**src/hw/rtl/ile_pkg.sv**
```systemverilog
// ----------------------------------------------------------------------------
// ile_pkg
// Shared types, codes and constants of the indexed list engine.
// ----------------------------------------------------------------------------
package ile_pkg;

	localparam int unsigned CAPACITY_DEF = 16;
	localparam int unsigned DATA_W       = 32;
	localparam int unsigned OP_W         = 2;
	localparam int unsigned POS_W        = 8;
	localparam int unsigned EIDX_W       = 4;
	// cell index and count width inside the chain (covers the largest capacity)
	localparam int unsigned IDX_W        = 8;

	// operation codes carried on the request word
	typedef enum logic [OP_W-1:0] {
		OP_PUSH_FRONT = 2'd0,
		OP_APPEND     = 2'd1,
		OP_DELETE     = 2'd2
	} ile_op_t;

	// per-cycle action broadcast to every cell
	typedef enum logic [2:0] {
		CELL_HOLD,
		CELL_PUSH,
		CELL_APPEND,
		CELL_DELETE,
		CELL_ROTATE
	} ile_cell_op_t;

	typedef struct packed {
		ile_cell_op_t        op;
		logic [IDX_W-1:0]    count;
		logic [IDX_W-1:0]    pos;
		logic [DATA_W-1:0]   value;
	} ile_cell_cmd_t;

	typedef enum logic {
		ST_IDLE,
		ST_EMIT
	} ile_state_t;

endpackage

```
**src/hw/rtl/ile_req_if.sv**
```systemverilog
// ----------------------------------------------------------------------------
// ile_req_if
// Request channel: one list operation per word.
// ----------------------------------------------------------------------------
interface ile_req_if
	import ile_pkg::*;
();
	logic                     valid;
	logic                     ready;
	logic [OP_W-1:0]          op;
	logic signed [DATA_W-1:0] value;
	logic [POS_W-1:0]         position;

	modport source (output valid, output op, output value, output position, input ready);
	modport sink   (input valid, input op, input value, input position, output ready);
endinterface

```
**src/hw/rtl/ile_rsp_if.sv**
```systemverilog
// ----------------------------------------------------------------------------
// ile_rsp_if
// Response channel: one list entry per word.
// ----------------------------------------------------------------------------
interface ile_rsp_if
	import ile_pkg::*;
();
	logic                     valid;
	logic                     ready;
	logic signed [DATA_W-1:0] element;
	logic [EIDX_W-1:0]        element_index;
	logic                     last_of_run;
	logic                     list_empty;
	logic                     dropped;

	modport source (
		output valid, output element, output element_index,
		output last_of_run, output list_empty, output dropped, input ready
	);
	modport sink (
		input valid, input element, input element_index,
		input last_of_run, input list_empty, input dropped, output ready
	);
endinterface

```
**src/hw/rtl/ile_cell.sv**
```systemverilog
// ----------------------------------------------------------------------------
// ile_cell
// One list slot: holds an entry and trades it with its neighbours.
// ----------------------------------------------------------------------------
module ile_cell
	import ile_pkg::*;
#(
	parameter int unsigned IDX = 0
) (
	input  logic                clk,
	input  ile_cell_cmd_t       cmd,
	input  logic [DATA_W-1:0]   left_data,
	input  logic [DATA_W-1:0]   right_data,
	input  logic [DATA_W-1:0]   head_data,
	output logic [DATA_W-1:0]   data
);

	localparam logic [IDX_W-1:0] MY_IDX   = IDX_W'(IDX);
	localparam logic [IDX_W-1:0] NEXT_IDX = IDX_W'(IDX + 1);

	logic [DATA_W-1:0] data_q;
	logic [DATA_W-1:0] data_d;

	always_comb begin
		data_d = data_q;
		case (cmd.op)
			CELL_PUSH: begin
				data_d = left_data;
			end
			CELL_APPEND: begin
				if (cmd.count == MY_IDX) begin
					data_d = cmd.value;
				end
			end
			CELL_DELETE: begin
				// close the gap: slots at and above the hole take from the right
				if (MY_IDX >= cmd.pos && NEXT_IDX < cmd.count) begin
					data_d = right_data;
				end
			end
			CELL_ROTATE: begin
				// advance the occupied run by one, front wraps to the back
				if (NEXT_IDX < cmd.count) begin
					data_d = right_data;
				end else if (NEXT_IDX == cmd.count) begin
					data_d = head_data;
				end
			end
			default: begin
				data_d = data_q;
			end
		endcase
	end

	always_ff @(posedge clk) begin
		data_q <= data_d;
	end

	assign data = data_q;

endmodule

```
**src/hw/rtl/ile_chain.sv**
```systemverilog
// ----------------------------------------------------------------------------
// ile_chain
// Row of list cells; the front entry sits in cell zero.
// ----------------------------------------------------------------------------
module ile_chain
	import ile_pkg::*;
#(
	parameter int unsigned CAPACITY = CAPACITY_DEF
) (
	input  logic                clk,
	input  ile_cell_cmd_t       cmd,
	output logic [DATA_W-1:0]   head
);

	logic [DATA_W-1:0] cell_data [CAPACITY];

	for (genvar i = 0; i < CAPACITY; i++) begin : g_cell
		logic [DATA_W-1:0] left_w;
		logic [DATA_W-1:0] right_w;

		if (i == 0) begin : g_first
			assign left_w = cmd.value;
		end else begin : g_mid_l
			assign left_w = cell_data[i-1];
		end

		if (i == CAPACITY - 1) begin : g_last
			assign right_w = '0;
		end else begin : g_mid_r
			assign right_w = cell_data[i+1];
		end

		ile_cell #(
			.IDX (i)
		) u_cell (
			.clk        (clk),
			.cmd        (cmd),
			.left_data  (left_w),
			.right_data (right_w),
			.head_data  (cell_data[0]),
			.data       (cell_data[i])
		);
	end

	assign head = cell_data[0];

endmodule

```
**src/hw/rtl/indexed_list_engine_top.sv**
```systemverilog
// ----------------------------------------------------------------------------
// indexed_list_engine_top
// Ordered list of signed words held in a row of cells, dumped after each op.
// ----------------------------------------------------------------------------
//  channel | dir | word carries                         | accepted when
//  --------+-----+--------------------------------------+--------------------
//  req     | in  | op, value, position                  | req.valid & req.ready
//  rsp     | out | element, element_index, last_of_run,  | rsp.valid & rsp.ready
//          |     | list_empty, dropped                  |
//
//  An accepted operation is answered by its response words, paced by the
//  single-step rotation of the cell row that brings each entry to the front
//  in turn; no new request is taken until the last word has been sent.
//  Reset clears the entry count and the control state; cell contents are left
//  as they are and never read until written.
//  A stalled rsp holds the current word; the row only rotates on a handshake.
// ----------------------------------------------------------------------------
module indexed_list_engine_top
	import ile_pkg::*;
#(
	parameter int unsigned CAPACITY = CAPACITY_DEF
) (
	input  logic      clk,
	input  logic      arst_n,
	ile_req_if.sink   req,
	ile_rsp_if.source rsp
);

	localparam int unsigned CNT_W = $clog2(CAPACITY + 1);
	localparam logic [CNT_W-1:0] CAP_CNT = CNT_W'(CAPACITY);

	ile_state_t        state_q;
	ile_state_t        state_d;
	logic [CNT_W-1:0]  count_q;
	logic [CNT_W-1:0]  idx_q;
	logic              drop_q;

	ile_cell_cmd_t     cell_cmd;
	logic [DATA_W-1:0] head;

	logic req_fire;
	logic rsp_fire;
	logic list_full;
	logic pos_ok;
	logic last_word;
	logic is_insert;

	// handshakes and operand checks
	assign req_fire  = req.valid && req.ready;
	assign rsp_fire  = rsp.valid && rsp.ready;
	assign list_full = (count_q == CAP_CNT);
	assign pos_ok    = (req.position < POS_W'(count_q));
	assign is_insert = (req.op == OP_PUSH_FRONT) || (req.op == OP_APPEND);
	// an empty list still yields a single word, so it is always the last one
	assign last_word = (count_q == '0) || ((idx_q + CNT_W'(1)) == count_q);

	// next state
	always_comb begin
		state_d = state_q;
		case (state_q)
			ST_IDLE: begin
				if (req_fire) begin
					state_d = ST_EMIT;
				end
			end
			ST_EMIT: begin
				if (rsp_fire && last_word) begin
					state_d = ST_IDLE;
				end
			end
			default: begin
				state_d = ST_IDLE;
			end
		endcase
	end

	// outputs and cell command
	always_comb begin
		req.ready      = 1'b0;
		rsp.valid      = 1'b0;
		cell_cmd.op    = CELL_HOLD;
		cell_cmd.count = IDX_W'(count_q);
		cell_cmd.pos   = IDX_W'(req.position);
		cell_cmd.value = req.value;
		case (state_q)
			ST_IDLE: begin
				req.ready = 1'b1;
				if (req.valid) begin
					case (req.op)
						OP_PUSH_FRONT: begin
							if (!list_full) begin
								cell_cmd.op = CELL_PUSH;
							end
						end
						OP_APPEND: begin
							if (!list_full) begin
								cell_cmd.op = CELL_APPEND;
							end
						end
						OP_DELETE: begin
							if (pos_ok) begin
								cell_cmd.op = CELL_DELETE;
							end
						end
						default: begin
							cell_cmd.op = CELL_HOLD;
						end
					endcase
				end
			end
			ST_EMIT: begin
				rsp.valid = 1'b1;
				// advance the row once per word sent; count steps restore order
				if (rsp.ready) begin
					cell_cmd.op = CELL_ROTATE;
				end
			end
			default: begin
				req.ready = 1'b0;
			end
		endcase
	end

	// control registers
	always_ff @(posedge clk or negedge arst_n) begin
		if (!arst_n) begin
			state_q <= ST_IDLE;
			count_q <= '0;
			idx_q   <= '0;
			drop_q  <= 1'b0;
		end else begin
			state_q <= state_d;
			if (req_fire) begin
				idx_q  <= '0;
				drop_q <= is_insert && list_full;
				case (req.op)
					OP_PUSH_FRONT, OP_APPEND: begin
						if (!list_full) begin
							count_q <= count_q + CNT_W'(1);
						end
					end
					OP_DELETE: begin
						if (pos_ok) begin
							count_q <= count_q - CNT_W'(1);
						end
					end
					default: begin
						count_q <= count_q;
					end
				endcase
			end else if (rsp_fire) begin
				idx_q <= idx_q + CNT_W'(1);
			end
		end
	end

	ile_chain #(
		.CAPACITY (CAPACITY)
	) u_chain (
		.clk  (clk),
		.cmd  (cell_cmd),
		.head (head)
	);

	// response word: the front cell always holds the entry being sent
	assign rsp.list_empty    = (count_q == '0);
	assign rsp.element       = rsp.list_empty ? '0 : head;
	assign rsp.element_index = EIDX_W'(idx_q);
	assign rsp.last_of_run   = last_word;
	assign rsp.dropped       = drop_q;

endmodule

```
**src/flat_wrapper.sv**
```systemverilog
// flat-port wrapper written by rule: the top's interface ports become plain ports
module indexed_list_engine_top_flat import ile_pkg::*;
#(
	parameter int unsigned CAPACITY = CAPACITY_DEF
)
  (clk, arst_n, req_valid, req_op, req_value, req_position, req_ready, rsp_valid, rsp_element, rsp_element_index, rsp_last_of_run, rsp_list_empty, rsp_dropped, rsp_ready);
  ile_req_if req_i ();
  ile_rsp_if rsp_i ();
  input  logic clk;
  input  logic arst_n;
  input wire logic [$bits(req_i.valid)-1:0] req_valid;
  input wire logic [$bits(req_i.op)-1:0] req_op;
  input wire logic [$bits(req_i.value)-1:0] req_value;
  input wire logic [$bits(req_i.position)-1:0] req_position;
  output wire logic [$bits(req_i.ready)-1:0] req_ready;
  output wire logic [$bits(rsp_i.valid)-1:0] rsp_valid;
  output wire logic [$bits(rsp_i.element)-1:0] rsp_element;
  output wire logic [$bits(rsp_i.element_index)-1:0] rsp_element_index;
  output wire logic [$bits(rsp_i.last_of_run)-1:0] rsp_last_of_run;
  output wire logic [$bits(rsp_i.list_empty)-1:0] rsp_list_empty;
  output wire logic [$bits(rsp_i.dropped)-1:0] rsp_dropped;
  input wire logic [$bits(rsp_i.ready)-1:0] rsp_ready;
  assign req_i.valid = req_valid;
  assign req_i.op = req_op;
  assign req_i.value = req_value;
  assign req_i.position = req_position;
  assign req_ready = req_i.ready;
  assign rsp_valid = rsp_i.valid;
  assign rsp_element = rsp_i.element;
  assign rsp_element_index = rsp_i.element_index;
  assign rsp_last_of_run = rsp_i.last_of_run;
  assign rsp_list_empty = rsp_i.list_empty;
  assign rsp_dropped = rsp_i.dropped;
  assign rsp_i.ready = rsp_ready;
  indexed_list_engine_top #(.CAPACITY(CAPACITY)) u_core (.clk(clk), .arst_n(arst_n), .req(req_i), .rsp(rsp_i));
endmodule
```
**config.mk**
```make
export PLATFORM = sky130hd
export DESIGN_NAME = indexed_list_engine_top_flat
export DESIGN_NICKNAME = d
export VERILOG_FILES = /design/src/hw/rtl/ile_pkg.sv /design/src/hw/rtl/ile_req_if.sv /design/src/hw/rtl/ile_rsp_if.sv /design/src/hw/rtl/ile_cell.sv /design/src/hw/rtl/ile_chain.sv /design/src/hw/rtl/indexed_list_engine_top.sv /design/src/flat_wrapper.sv
export SDC_FILE = /design/constraint.sdc
export NUM_CORES = 1
export LEC_CHECK = 0
export BUFFER_PORTS_ARGS = -buffer_cell sky130_fd_sc_hd__buf_2
export CAP_MARGIN = 20
export CELL_PAD_IN_SITES_DETAIL_PLACEMENT = 0
export CELL_PAD_IN_SITES_GLOBAL_PLACEMENT = 1
export CORE_UTILIZATION = 40
export DETAILED_ROUTE_END_ITERATION = 8
export GPL_ROUTABILITY_DRIVEN = 1
export PLACE_DENSITY_LB_ADDON = 0.1
export SYNTH_ARGS = -nofsm -noshare
export SYNTH_HDL_FRONTEND = slang
export SYNTH_SLANG_ARGS = --single-unit
```
**constraint.sdc**
```tcl
create_clock -name clk -period 11.35 [get_ports clk]
set_input_delay 1.135 -clock clk [delete_from_list [all_inputs] [get_ports clk]]
set_output_delay 1.135 -clock clk [all_outputs]
set_load 0.02 [all_outputs]
```
# Word level (Yosys, flattened, before mapping)
# Index checks and enable logic that the tools add are counted.
# totals
regBits	524
inputBits	46
# op_classes
n_addsub	3
magnitude_cmp	33
eq_ne	88
mux	97
bitwise_logic	1
reduce_logical	46
# ops
op	count
two-way mux 32 bit	64
one-hot mux 32 bit (4 select lines)	16
inequality test 2 x 1 -> 1 bit (second input constant)	34
AND reduction 4 bit	17
greater-or-equal comparator 4 x 8 -> 1 bit (first input constant)	8
inequality test 3 x 1 -> 1 bit (second input constant)	15
== test 4 x 5 -> 1 bit (first input constant)	8
== test 5 x 4 -> 1 bit (second input constant)	8
< comparator 4 x 5 -> 1 bit (first input constant)	8
greater-or-equal comparator 3 x 8 -> 1 bit (first input constant)	4
== test 3 x 5 -> 1 bit (first input constant)	4
== test 5 x 3 -> 1 bit (second input constant)	4
logical AND 1 bit	20
< comparator 3 x 5 -> 1 bit (first input constant)	4
two-way mux 5 bit	4
greater-or-equal comparator 1 x 8 -> 1 bit (first input constant)	2
greater-or-equal comparator 2 x 8 -> 1 bit (first input constant)	2
adder 5 x 1 -> 5 bit (second input constant)	2
== test 2 x 5 -> 1 bit (first input constant)	2
== test 5 x 2 -> 1 bit (second input constant)	2
< comparator 2 x 5 -> 1 bit (first input constant)	2
one-hot mux 5 bit (2 select lines)	1
one-hot mux 3 bit (3 select lines)	1
logical NOT 8 bit	1
other kinds (26)	35

# Logic depth before layout (Yosys ltp)
# depth
ltp_word	8
mapped_depth	11
depth_no_buf	7

# Hierarchy
# From an unflattened synthesis, not the netlist that was laid out.
# hier_totals
cells_unflattened	4366
hier_area_um2	39963.3
# modules_own_cells
mod	instances	cells_per_inst	area_each_um2
ile_cell (u_core.u_chain.g_cell[14].u_cell)	1	263	2790.2
ile_cell (u_core.u_chain.g_cell[12].u_cell)	1	265	2711.4
ile_cell (u_core.u_chain.g_cell[11].u_cell)	1	266	2655.0
ile_cell (u_core.u_chain.g_cell[13].u_cell)	1	264	2621.3
ile_cell (u_core.u_chain.g_cell[9].u_cell)	1	303	2534.9
ile_cell (u_core.u_chain.g_cell[7].u_cell)	1	272	2434.8
ile_cell (u_core.u_chain.g_cell[15].u_cell)	1	204	2383.5
ile_cell (u_core.u_chain.g_cell[2].u_cell)	1	234	2309.7
ile_cell (u_core.u_chain.g_cell[8].u_cell)	1	274	2308.5
ile_cell (u_core.u_chain.g_cell[0].u_cell)	1	271	2298.5
ile_cell (u_core.u_chain.g_cell[1].u_cell)	1	300	2297.2
ile_cell (u_core.u_chain.g_cell[6].u_cell)	1	232	2297.2
ile_cell (u_core.u_chain.g_cell[10].u_cell)	1	236	2287.2
ile_cell (u_core.u_chain.g_cell[3].u_cell)	1	267	2284.7
+4 rows	n/a	n/a	n/a

# Worst setup path before layout
# Ideal clock, no wire load.
# synth_path
path_kind	input to register
start	input port req_position[4]
end	register u_core.u_chain.g_cell[14].u_cell.data_q[0], enable pin
arrival_time_ps	7763
required_time_ps	10755
path_slack_ps	2991
path_stages	8
path_buffers	2
path_cell_list	ha_1 > or4_4 > a2111oi_4 > o21a_1 > buf_4 > nor3_1 > clkbuf_1 > a2111oi_0
# synth_via
elab_chain_cells	8
elab_cells_between_ends	16
classes_between	order compare (2); eq/ne (7); mux (4); reduce/logical (3)
# synth_rtl
item	line_no	source
start: declaration	flat_wrapper.sv:14	input wire logic [$bits(req_i.position)-1:0] req_position;
< comparator 8 x 5 -> 1 bit	indexed_list_engine_top.sv:52	assign pos_ok = (req.position < POS_W'(count_q));
two-way mux 2 bit	indexed_list_engine_top.sv:101	if (pos_ok) begin
one-hot mux 3 bit (3 select lines)	indexed_list_engine_top.sv:89	case (req.op)
two-way mux 3 bit	indexed_list_engine_top.sv:88	if (req.valid) begin
one-hot mux 3 bit (2 select lines)	indexed_list_engine_top.sv:85	case (state_q)
== test 3 bit (tied with other cells)	ile_cell.sv:26	case (cmd.op)
inequality test 3 x 1 -> 1 bit (no line) (tied with other cells)	n/a	
AND reduction 4 bit (no line) (*)	n/a	
end signal: assignment	ile_cell.sv:56	data_q <= data_d;
end: declaration	ile_cell.sv:21	logic [DATA_W-1:0] data_q;
# Every way passes the cells marked *; elsewhere a longest branch is shown, timed or not.
# A chain may end at the register's enable or synchronous reset.

# Worst setup path after layout
# layout_path
start	register u_core.count_q[4]
end	register u_core.u_chain.g_cell[2].u_cell.data_q[31], data pin
# layout_via
elab_chain_cells	7
elab_cells_between_ends	15
classes_between	order compare (2); eq/ne (5); mux (8)
# layout_rtl
item	line_no	source
start: declaration	indexed_list_engine_top.sv:34	logic [CNT_W-1:0] count_q;
start signal: assignment	indexed_list_engine_top.sv:139	count_q <= count_q + CNT_W'(1);
start signal: assignment	indexed_list_engine_top.sv:144	count_q <= count_q - CNT_W'(1);
start signal: assignment	indexed_list_engine_top.sv:148	count_q <= count_q;
< comparator 8 x 5 -> 1 bit or == test 5 bit (tied branches)	indexed_list_engine_top.sv:52, indexed_list_engine_top.sv:51	
two-way mux 2 bit (tied with other cells)	indexed_list_engine_top.sv:101	
one-hot mux 3 bit (3 select lines)	indexed_list_engine_top.sv:89	
two-way mux 3 bit	indexed_list_engine_top.sv:88	
one-hot mux 3 bit (2 select lines)	indexed_list_engine_top.sv:85	
== test 3 bit (tied with other cells)	ile_cell.sv:26	
one-hot mux 32 bit (4 select lines) (*)	ile_cell.sv:26	
net u_core.u_chain.g_cell[2].u_cell.data_d[31]	ile_cell.sv:22	logic [DATA_W-1:0] data_d;
end signal: assignment	ile_cell.sv:56	
end: declaration	ile_cell.sv:21	
# The timed path passes the listed nets; every way through them passes the cells marked *.

==> flow_summary_export.csv <==
group,metric,value,unit
status,status,"completed",
placement,io_buffers,86,
layout,num_antenna_cells,0,
pwr,power.density,262,nW/um^2
sta,hold_viol,0,
pwr,p_int,5.07,mW
worst_setup_path,cp.required,11.71,ns
logic_synthesis,netlist_instances,2375,
floorplanning,ios,87,
pwr,p_seq_share,47.6,%
routing,ant_nets,0,
layout,drive_above_1_share,13.0,%
logic_synthesis,synth_seq_area_share,57.6,%
logic_synthesis,avgSynthCellArea,11.5,um^2
sta,slew_viol_final,0,
layout,fillers,6245,
sta,worst_slew_pin_slew,1.21,ns
placement,dp.cells,3146,
worst_setup_path,r2r_start,"u_core.count_q[4]",
logic_synthesis,yosys_warnings,0,
routing,wl_per_cell,32.4,um
routing,dr.pass1.iters,6,
placement,routabilityCongestion,0.816,
global_route,antenna_found_initial,0,
placement,place_ws,6.09,ns
sta,fin_ws,5.93,ns
worst_setup_path,crit_type,"register to register",
sta,fin_setup_tns,0,ns
worst_setup_path,worst-path-max-fanout,227,
sta,period_share,47.8,%
clock_tree,clk_pin_slew,0.06,ns
worst_setup_path,start_kind,"register",
clock_tree,post_cts_buffers,0,
logic_synthesis,yosys_register_bits,524,
pwr,total_power,7.85,mW
placement,hpwl,49.7,mm
global_route,grt_pass1_vias,20166,
clock_tree,cts.sinks,524,
clock_tree,h-tree-depth,2,
floorplanning,coreArea,67300,um^2
clock_tree,cts_resized,0,
routing,m1WireLength,44.7,mm
job,drv_cap,0,
routing,met3_length,11.0,mm
routing,dr.first_iter.drc_count,3083,
routing,wl_met2,46.5,mm
layout,utilization,44.5,%
layout,final_cell_mix,"nand2_1 (737), edfxtp_1 (512), a221o_1 (480)",
clock_tree,cts_buffer_depth,3,
global_route,grt_use_total,29.6,%
worst_setup_path,slowest_stage,"dfrtp_1",
placement,dpl_cell_area,28200,um^2
layout,multi_input_area,10500,um^2
sta,whs,0.385,ns
logic_synthesis,synth_edf_count,512,
floorplanning,die_h,263,um
logic_synthesis,netlist_area,27200,um^2
logic_synthesis,synthArstFlopShare,2.29,%
hold_path,hold_path_class,"input pin to asynchronous set/reset pin",
sta,finalSetupViolations,0,
global_route,grt_max_degree,228,
global_route,grt_pass1_wl,149,mm
clock_tree,cts_hold_buf,0,
clock_tree,numCtsBuffers,59,
clock_tree,clk_latency,0.63,ns
worst_setup_path,crit_path_cell_trace,"clkinv_1 -> ha_1 -> or4_4 -> a2111oi_4 -> o21a_1 -> nor3_4 -> buf_12 -> buf_12 -> a221o_1",
sta,finClkSkew,0.0149,ns
sta,worst_slew_margin_rel,19.4,%
sta,rsz0062_at_grt,"false",
sta,max_freq,0.184,GHz
routing,top_layer,"met4",
pwr,p_sw,2.78,mW
worst_setup_path,arrival,5.79,ns
clock_tree,cts_root_buf,"clkbuf_16",
worst_setup_path,critical_path.startpoint,"u_core.count_q[4]",
pwr,p_sw_share,35.4,%
pwr,p_leak,12.4,nW
pwr,pwr-share-clk,23.6,%
layout,final_area,29900,um^2
worst_setup_path,worstSetupEndpointType,"register",
global_route,grt_overflow,0,
floorplanning,initial_utilization,40.5,%
routing,drcViolationCount,0,
floorplanning,dieArea,69100,um^2
floorplanning,die_w,263,um
clock_tree,cts_tree,"built",
worst_setup_path,cpMostUsedCell,"buf_12",
logic_synthesis,synthFlopType,"edfxtp_1",
layout,area_growth,10.0,%
routing,totalWireLength,105,mm
routing,vias,21603,
sta,period_needed,5.42,ns
logic_synthesis,syn-num-nets,2431,
worst_setup_path,slowest_delay,0.89,ns
floorplanning,rows,95,
logic_synthesis,synth_cell_types,57,
pwr,peakVddDrop,0.124,mV
layout,final_common_cell,"nand2_1",
pwr,p_comb_share,28.8,%
routing,viasPerCell,6.65,
layout,fin_cells,3250,
layout,register_area,15700,um^2
layout,fin_nets,2390,
==> flip-flops by register name, summed over array words and instances (netlist names) <==
signal	flops
u_core.idx_q	5
u_core.count_q	5
u_core.rsp.dropped	1
u_core.state_q	1
u_core.u_chain.g_cell.u_cell.data	512
==> worst max-delay path, delay by kind of cell (launching register included) <==
kind	cells	cell delay, ns
and+or+nand+nor	2	0.64
buffers and inverters	3	1.31
DFF	1	0.89
AOI/OAI and AO/OA	3	1.44
adders and majority gates	1	0.33
==> logic make-up (layout without fill, tap and decap cells) <==
family,Yosys count,after routing,share of synthesized area [%]
adders and majority gates,10,10,0.460
xor gates and xnor gates,14,14,0.501
buffers and inverters,253,255,5.02
and+or+nand+nor,875,875,13.1
muxes,32,32,1.32
DFF,524,524,57.6
AOI/OAI and AO/OA,667,667,22.0
==> metal layers <==
metal	vias up	global-route usage, %
met2	1495	44.3
li1	9179	-
met5	-	0
met1	10732	43.6
met3	197	5.05
met4	0	9.48
==> cell usage after synthesis (all sizes together), types with 2 or more instances <==
master | count | share of area [%]
or3 | 2 | 0.046
inv | 5 | 0.069
o21ai | 88 | 1.6
a21o | 38 | 1.0
nor2b | 35 | 0.80
a311o | 2 | 0.074
and2 | 37 | 0.85
a2111oi | 9 | 0.36
clkinv | 2 | 0.028
o31ai | 3 | 0.083
a221o | 480 | 18
nor2 | 24 | 0.33
a41o | 2 | 0.074
clkbuf | 146 | 2.0
a31oi | 10 | 0.23
nand2b | 3 | 0.069
a21oi | 18 | 0.33
a31o | 2 | 0.064
dfrtp | 12 | 1.1
xor2 | 2 | 0.064
a221oi | 2 | 0.064
edfxtp | 512 | 56
nand3 | 5 | 0.092
nor4 | 3 | 0.092
xnor2 | 11 | 0.35
a32oi | 2 | 0.064
mux2 | 32 | 1.3
and3 | 3 | 0.069
nor3 | 10 | 0.23
buf | 100 | 2.9
ha | 10 | 0.46
a22oi | 2 | 0.055
nand2 | 747 | 10
==> final cells by class <==
cell class / count / area share (%)
Sequential cell: 524 / 52.4
Multi-Input combinational cell: 1598 / 35.0
Clock buffer: 72 / 5.09
Tap cell: 873 / 3.65
Timing Repair Buffer: 144 / 2.98
Clock inverter: 32 / 0.832
Inverter: 7 / 0.0878
==> path summary, 6_finish.rpt <==
check | cells after the start | end | slack, ns
worst min-delay path | 1 | u_core.idx_q[3] | 0.39
max in group asynchronous | 1 | u_core.state_q | 10.74
min in group clk | 2 | u_core.rsp.dropped | 0.49
worst min register to register | 2 | u_core.rsp.dropped | 0.49
worst max register to register | 9 | u_core.u_chain.g_cell[2].u_cell.data[31] | 5.93
worst max-delay path | 9 | u_core.u_chain.g_cell[2].u_cell.data[31] | 5.93
==> power groups by stage <==
stage	Combinational [mW]	Sequential, mW	Clock [mW]
6_report	2.26	3.74	1.85
5_1_grt	2.35	3.81	1.94
4_1_cts	2.21	3.71	1.87
3_5_place_dp	2.22	3.73	0
3_3_place_gp	2.16	3.74	0
2_1_floorplan	1.57	3.50	0
(Power assumes the default switching activity.)
